$ cat src/hdl/mse_pkg.sv
`default_nettype none

package mse_pkg;

  // Number of insertion cells, and so the most values one run can keep.
  localparam int unsigned LIST_DEPTH = 32;

  typedef enum logic [0:0] {
    ST_LOAD,
    ST_DRAIN
  } state_t;

  // Commands from the controller to the cell row.
  typedef struct packed {
    logic insert;
    logic set_ovf;
    logic shift;
    logic clear_ovf;
  } mse_cmd_t;

  // Status from the cell row to the controller.
  typedef struct packed {
    logic full;
    logic last_one;
  } mse_status_t;

endpackage

`default_nettype wire

$ cat src/hdl/merge_sort_engine.sv
// Channel   Handshake                  Payload
// input     in_valid / in_stall        value, is_last
// output    out_valid / out_stall      sorted_value, last_out, overflow
//
// Each input transaction drops its value into a row of
// LIST_DEPTH compare-and-shift cells that keeps the run in ascending order.
// After the transaction marked last, the row shifts out one result per cycle
// while out_stall is low. Input is stalled while results drain; a stalled
// result holds in cell zero. Reset empties the row at once.
`default_nettype none

module merge_sort_engine
  import mse_pkg::*;
(
  input  wire logic               clk,
  input  wire logic               rst,
  input  wire logic               in_valid,
  output logic                    in_stall,
  input  wire logic signed [31:0] value,
  input  wire logic               is_last,
  output logic                    out_valid,
  input  wire logic               out_stall,
  output logic signed [31:0]      sorted_value,
  output logic                    last_out,
  output logic                    overflow
);

  mse_cmd_t    cmd;
  mse_status_t status;

  mse_ctrl u_ctrl (
    .clk       (clk),
    .rst       (rst),
    .in_valid  (in_valid),
    .is_last   (is_last),
    .in_stall  (in_stall),
    .out_valid (out_valid),
    .out_stall (out_stall),
    .status    (status),
    .cmd       (cmd)
  );

  mse_datapath u_datapath (
    .clk          (clk),
    .rst          (rst),
    .value        (value),
    .cmd          (cmd),
    .status       (status),
    .sorted_value (sorted_value),
    .last_out     (last_out),
    .overflow     (overflow)
  );

endmodule

`default_nettype wire

$ cat src/hdl/mse_datapath.sv
`default_nettype none

module mse_datapath
  import mse_pkg::*;
(
  input  wire logic               clk,
  input  wire logic               rst,
  input  wire logic signed [31:0] value,
  input  wire mse_cmd_t           cmd,
  output mse_status_t             status,
  output logic signed [31:0]      sorted_value,
  output logic                    last_out,
  output logic                    overflow
);

  // Row of insertion cells. Valid cells are packed at the low end and kept
  // in ascending order, so cell zero always holds the smallest value.
  logic signed [31:0] slot      [LIST_DEPTH];
  logic signed [31:0] slot_next [LIST_DEPTH];
  logic [LIST_DEPTH-1:0] vld;
  logic [LIST_DEPTH-1:0] vld_next;
  logic [LIST_DEPTH-1:0] gt;
  logic ovf;
  logic ovf_next;

  // A cell makes room when it is empty or holds a larger value than the new one.
  always_comb begin
    for (int i = 0; i < LIST_DEPTH; i++) begin
      gt[i] = !vld[i] || (slot[i] > value);
    end
  end

  always_comb begin
    for (int i = 0; i < LIST_DEPTH; i++) begin
      slot_next[i] = slot[i];
    end
    vld_next = vld;
    if (cmd.insert) begin
      if (gt[0]) begin
        slot_next[0] = value;
      end
      vld_next[0] = 1'b1;
      for (int i = 1; i < LIST_DEPTH; i++) begin
        if (gt[i]) begin
          slot_next[i] = gt[i-1] ? slot[i-1] : value;
        end
        vld_next[i] = vld[i] | vld[i-1];
      end
    end else if (cmd.shift) begin
      for (int i = 0; i < LIST_DEPTH - 1; i++) begin
        slot_next[i] = slot[i+1];
        vld_next[i]  = vld[i+1];
      end
      vld_next[LIST_DEPTH-1] = 1'b0;
    end
  end

  always_comb begin
    ovf_next = ovf;
    if (cmd.set_ovf) begin
      ovf_next = 1'b1;
    end else if (cmd.clear_ovf) begin
      ovf_next = 1'b0;
    end
  end

  always_ff @(posedge clk) begin
    for (int i = 0; i < LIST_DEPTH; i++) begin
      slot[i] <= slot_next[i];
    end
  end

  always_ff @(posedge clk) begin
    if (rst) begin
      vld <= '0;
      ovf <= 1'b0;
    end else begin
      vld <= vld_next;
      ovf <= ovf_next;
    end
  end

  assign status.full     = vld[LIST_DEPTH-1];
  assign status.last_one = vld[0] && !vld[1];

  assign sorted_value = slot[0];
  assign last_out     = status.last_one;
  assign overflow     = ovf;

endmodule

`default_nettype wire

$ cat src/hdl/mse_ctrl.sv
`default_nettype none

module mse_ctrl
  import mse_pkg::*;
(
  input  wire logic        clk,
  input  wire logic        rst,
  input  wire logic        in_valid,
  input  wire logic        is_last,
  output logic             in_stall,
  output logic             out_valid,
  input  wire logic        out_stall,
  input  wire mse_status_t status,
  output mse_cmd_t         cmd
);

  state_t state;
  state_t state_next;
  logic   in_acc;
  logic   out_acc;

  always_ff @(posedge clk) begin
    if (rst) begin
      state <= ST_LOAD;
    end else begin
      state <= state_next;
    end
  end

  always_comb begin
    state_next    = state;
    in_stall      = 1'b1;
    out_valid     = 1'b0;
    in_acc        = 1'b0;
    out_acc       = 1'b0;
    cmd           = '0;
    unique case (state)
      ST_LOAD: begin
        in_stall = 1'b0;
        in_acc   = in_valid;
        // A value that finds the row full is dropped and flags the run.
        cmd.insert  = in_acc && !status.full;
        cmd.set_ovf = in_acc && status.full;
        if (in_acc && is_last) begin
          state_next = ST_DRAIN;
        end
      end
      ST_DRAIN: begin
        out_valid     = 1'b1;
        out_acc       = !out_stall;
        cmd.shift     = out_acc;
        cmd.clear_ovf = out_acc && status.last_one;
        if (out_acc && status.last_one) begin
          state_next = ST_LOAD;
        end
      end
      default: begin
        state_next = ST_LOAD;
      end
    endcase
  end

endmodule

`default_nettype wire
$ cat config.mk
export PLATFORM = sky130hd
export DESIGN_NAME = merge_sort_engine
export DESIGN_NICKNAME = d
export VERILOG_FILES = /design/src/hdl/mse_pkg.sv /design/src/hdl/merge_sort_engine.sv /design/src/hdl/mse_datapath.sv /design/src/hdl/mse_ctrl.sv
export SDC_FILE = /design/constraint.sdc
export NUM_CORES = 2
export LEC_CHECK = 0
export BUFFER_PORTS_ARGS = -buffer_cell sky130_fd_sc_hd__buf_4
export CELL_PAD_IN_SITES_DETAIL_PLACEMENT = 1
export CELL_PAD_IN_SITES_GLOBAL_PLACEMENT = 2
export CORE_MARGIN = 2
export CORE_UTILIZATION = 35
export DETAILED_ROUTE_END_ITERATION = 12
export PLACE_DENSITY_LB_ADDON = 0.12
export SLEW_MARGIN = 15
export SYNTH_ARGS = -nofsm -noshare
export SYNTH_HDL_FRONTEND = slang
export SYNTH_SLANG_ARGS = --single-unit
export TNS_END_PERCENT = 30
$ cat constraint.sdc
create_clock -name clk -period 6.3 [get_ports clk]
set_input_delay 0.63 -clock clk [delete_from_list [all_inputs] [get_ports clk]]
set_output_delay 0.63 -clock clk [all_outputs]
set_load 0.01 [all_outputs]
======== Word-level counts from Yosys, hierarchy flattened ========
Memory sizes are Yosys's and may differ from the RTL's.
Index checks and enable logic that the tools add are counted.
storage, ports and cells
  register bits ........................... 34
  memory bits (writable) .................. 1,024
  input bits .............................. 37
  output and inout bits ................... 36
  word-level logic and storage cells ...... 216
  memories ................................ 1
memory list
  name             depth  bits a word  read ports  clocked after memory_dff  write ports  line                RTL
  u_datapath.slot  32     32           32          0                         32           mse_datapath.sv:18  logic signed [31:0] slot [LIST_DEPTH];
operators by class
  $lt $le $gt $ge ......................... 32
  multiplexer cells ....................... 76
  bitwise operators ....................... 32
  reductions and logical operators ........ 72
operators with widths
  kind                             number
  2-to-1 mux 32 bit                66
  2-to-1 mux 992 bit               2
  greater-than comparator 32 bit   32
  zero test 1 bit                  33
  logical OR 1 bit                 32
  OR 1 bit                         31
  logical AND 1 bit                5
  2-to-1 mux 1 bit                 5
  2-to-1 mux 2 bit                 2
  nonzero test 2 bit               2
  case mux 1 bit (2 select lines)  1
  inverter 1 bit                   1

======== Longest topological paths before layout ========
  depth in word-level cells ............... 6
  mapped depth ............................ 12
  depth with buffers taken out ............ 9

======== Cells and area by module ========
From an unflattened synthesis, not the netlist that was laid out.
unflattened totals
  cell total of the unflattened synthesis .. 7,449
  area, all modules ....................... 76,100.5 µm²
by module, submodules not included
  module        instances  cells each  area an instance (µm²)  sequential area each (µm²)
  mse_datapath  1          7,437       76,001.6                31,410.1
  mse_ctrl      1          12          98.8                    20.0

======== Worst setup path before layout ========
OpenSTA, ideal clock, no wires.
  path kind ............................... in2reg
  start point ............................. input port value[31]
  end point ............................... memory u_datapath.slot[18][0] (netlist: u_datapath.slot[1][64]), enable pin
  library setup time ...................... 0.470 ns
  arrival time ............................ 5.379 ns
  required time ........................... 5.830 ns
  path slack .............................. 0.451 ns
  cell stages on the path ................. 10
  buffers on the path ..................... 2
  cell sequence ........................... buf_2 -> inv_1 -> ha_1 -> nand4_1 -> nor4_1 -> a221oi_1 -> o21a_1 -> a31o_2 -> clkbuf_1 -> o31ai_1
RTL lines
  what             line                     RTL
  start, declared  merge_sort_engine.sv:19  input wire logic signed [31:0] value,
  end, declared    mse_datapath.sv:18

==> impl_metrics.ini <==
[final_layout]
instances_no_fill = 11200
stdcell_area_um2 = 87400
drive_above_1_share = 0.0879
area_growth_pct = 12.2
fillCellCount = 25000
num-nets-final = 9176

[power]
ir_worst_vdd_mv = 0.286
p_sw_frac = 0.386
p_leak_nw = 36.1
p_per_area_nw_per_um2 = 307
pwr-share-comb = 0.279
switchingPower_w = 0.0104
clkPwrFrac = 0.302
seqPwrFrac = 0.419
p_int_w = 0.0165

[critical_path]
crit_top_cell = buf_4
critPathLaunchType = primary input
path_cells = buf_4 -> inv_2 -> buf_4 -> buf_4 -> ha_1 -> nand4_1 -> or3_1 -> o221a_2 -> a41o_1 -> o31ai_4 -> buf_4
r2r_end = u_datapath.slot[1][100]
worst-r2r-cell-count = 9
cp_slowest_cell = inv_2
endpoint_kind = register
crit_buf_inv = 5
cp.depth = 11
max_stage_delay_ns = 0.70
startpoint = value[11]
critical_path_class = primary input to register
rrSetupSlack_ns = 2.23
worst_path_dominant_cell_family = buffers and inverters
cp_data_arrival_time_ns = 4.81
r2r_start = u_datapath.slot[1][95]
path_max_fanout = 33
worstPathRequired_ns = 6.74

[placement]
gp_congestion = 0.909
place_area_um2 = 82800
dp_cells = 11000
place.detailed.hpwl_um = 286000
portBuffers = 72

[floorplan]
dieArea_um2 = 226000
core_area_um2 = 222000
num_io_pins = 73
initial_core_util = 0.351
rows = 173
die_h_um = 476
fp.dieW_um = 476

[synth]
synth_flop_cell = edfxtp_1
synth-edff-count = 1024
synth_top_family_by_area = simple AND/OR/NAND/NOR gates
synth-simple-area-share = 0.199
synth_xor_area_frac = 0
synth_area_leaders = edfxtp_1 (39%), ha_1 (16%), nand4_1 (6.8%)
syn_inst = 8325
synth_area_leader_cell = edfxtp_1
synth_area_per_cell_um2 = 9.36
synth-seq-area-share = 0.404
synth.most_common_cell = nand2_1
synth.area.mux_share = 0.0407
yosys_warnings = 0
synth_cell_types = 69
ys_ff_latch = 1058
synthTopCellsByCount = nand2_1 (1208), edfxtp_1 (1024), ha_1 (992), o21ai_0 (917), nand4_1 (842)
async_flop_share = 0
synth_top_area_frac = 0.395
synth_area_um2 = 77900
synth_compound_area_frac = 0.153
synthAdderAreaFrac = 0.159
synth.net_count = 9354

[clock_tree]
cts_buffers = 145
tritoncts = done
cts_setup_buffers = 0
htreeDepth = 4
clkLatencyLatePin_ns = 0.84
clk_path_buf_depth = 3
cts.clk_slew.worst_paths_ns = 0.06
cts_root_buf = clkbuf_16
numClockSinks = 1058
post_cts_resized = 0
hold_buffers = 0

[grt]
top_usage_layer = met1
met2_usage = 0.473
antenna_found_initial = 34
grt_use_met3 = 0.0679
grt-ovfl-total = 0
grtUsageMet1 = 0.529
grt_pass1_vias = 72000
grtUsageTotal = 0.345
grt_max_degree = 175
grt_pass1_wl_um = 561000

[drt]
ant_nets = 0
detail_route.iter0.violations = 9460
wl_um = 402000
wire_per_inst_um = 35.8
via_per_inst = 6.63
drtPass1Iterations = 8
drc = 0
vias = 74600

[worst_hold_path]
hp-class = primary input to register
hold_path.startpoint = in_valid
hold_path_end = u_datapath.overflow
hold_depth = 3

[run]
max-cap-violations = 0

[status]
status = completed

[sta]
finalSetupViolations = 0
period_minus_slack_ns = 4.36
post-route-period-util = 0.692
skew_ns = 0.0427
slew_headroom = 0.141
rsz0062_at_grt = false
finalMaxSlewViolations = 0
fmax_ghz = 0.229
fin_tns_setup_ns = 0
max_slew.worst_pin.slew_ns = 1.29
hold_violations = 0
## through the flow
stage / hold WS [ns] / total power, W / util / setup WS (ns)
6_report: 0.112 / 0.0268 / 0.394 / 1.94
4_1_cts: 0.0516 / 0.0266 / 0.394 / 2.10
3_5_place_dp: 0.489 / 0.0185 / 0.374 / 1.23
3_3_place_gp: 0.486 / 0.0182 / 0.374 / 1.29
2_1_floorplan: 0.495 / 0.0149 / - / 0.451
5_1_grt: 0.0952 / 0.0278 / 0.394 / 1.91
## kinds of logic after synthesis
group / after synthesis
adder cells (fa/ha/maj): 992
AND/OR/NAND/NOR: 3169
AO/OA/AOI/OAI: 1970
flip-flops: 1058
multiplexers: 313
buffers and inverters: 823
## power groups by stage
stage / clock network (W) / logic (W) / registers, W
5_1_grt: 0.00840 / 0.00818 / 0.0112
4_1_cts: 0.00818 / 0.00733 / 0.0111
3_5_place_dp: 0 / 0.00728 / 0.0112
6_report: 0.00811 / 0.00748 / 0.0112
2_1_floorplan: 0 / 0.00468 / 0.0102
3_3_place_gp: 0 / 0.00695 / 0.0112
## flip-flops by register name (all words and copies together), names as in the netlist
signal / count
u_ctrl.state: 1
u_datapath.vld: 32
u_datapath.slot: 1024
u_datapath.overflow: 1
## metal layers
metal	wire [um]	up-vias
li1	-	31900
met1	187000	38200
met2	160000	3932
met3	40300	588
met4	15300	4
met5	34	-
## worst reg2reg max path, delay by kind of cell, from the launching register on
family,cells,cell delay [ns]
compound gates,2,0.75
fa+ha+maj,1,0.54
flops,1,0.53
buf+inv,1,0.36
simple gates,5,1.71
## cell usage in the layout (no fill, tap or decap), drive strengths merged, types with 19 or more instances in the layout
cell type / synthesis / final
clkbuf: 541 / 194
a21oi: 418 / 418
nand2: 1208 / 1208
nand3: 694 / 694
nor3: 109 / 109
dfxtp: 34 / 34
nor2: 145 / 145
nand2b: 19 / 19
buf: 125 / 341
a22oi: 73 / 73
o211ai: 64 / 64
a221oi: 36 / 36
mux2: 32 / 32
and2: 26 / 26
a211oi: 81 / 81
nor4: 57 / 57
clkinv: 0 / 50
inv: 157 / 164
edfxtp: 1024 / 1024
a21boi: 23 / 23
nor2b: 20 / 20
o21ai: 956 / 956
o21a: 21 / 21
a221o: 71 / 71
a21o: 73 / 73
mux2i: 281 / 281
or3: 21 / 21
o31ai: 21 / 21
nand4: 842 / 842
ha: 992 / 992
## layout make-up
cell class                 count  area [um2]  area share
clock inverter                66         618     0.00708
sequential                  1058       31400       0.360
antenna                       13        32.5    0.000372
clock buffer                 194        3820      0.0438
multi-input combinational   6444       44100       0.505
inverter                     157         597     0.00683
tap                         2975        3720      0.0426
timing repair buffer         341        3030      0.0346
## worst max path at each step
stage                                   end  slack [ns]
global placement    u_datapath.slot[1][145]        1.29
global route        u_datapath.slot[1][345]        1.91
finish              u_datapath.slot[1][140]        1.94
floorplan            u_datapath.slot[1][64]        0.45
detailed placement  u_datapath.slot[1][129]        1.23
CTS                 u_datapath.slot[1][129]        2.10
(Power assumes the default switching activity.)
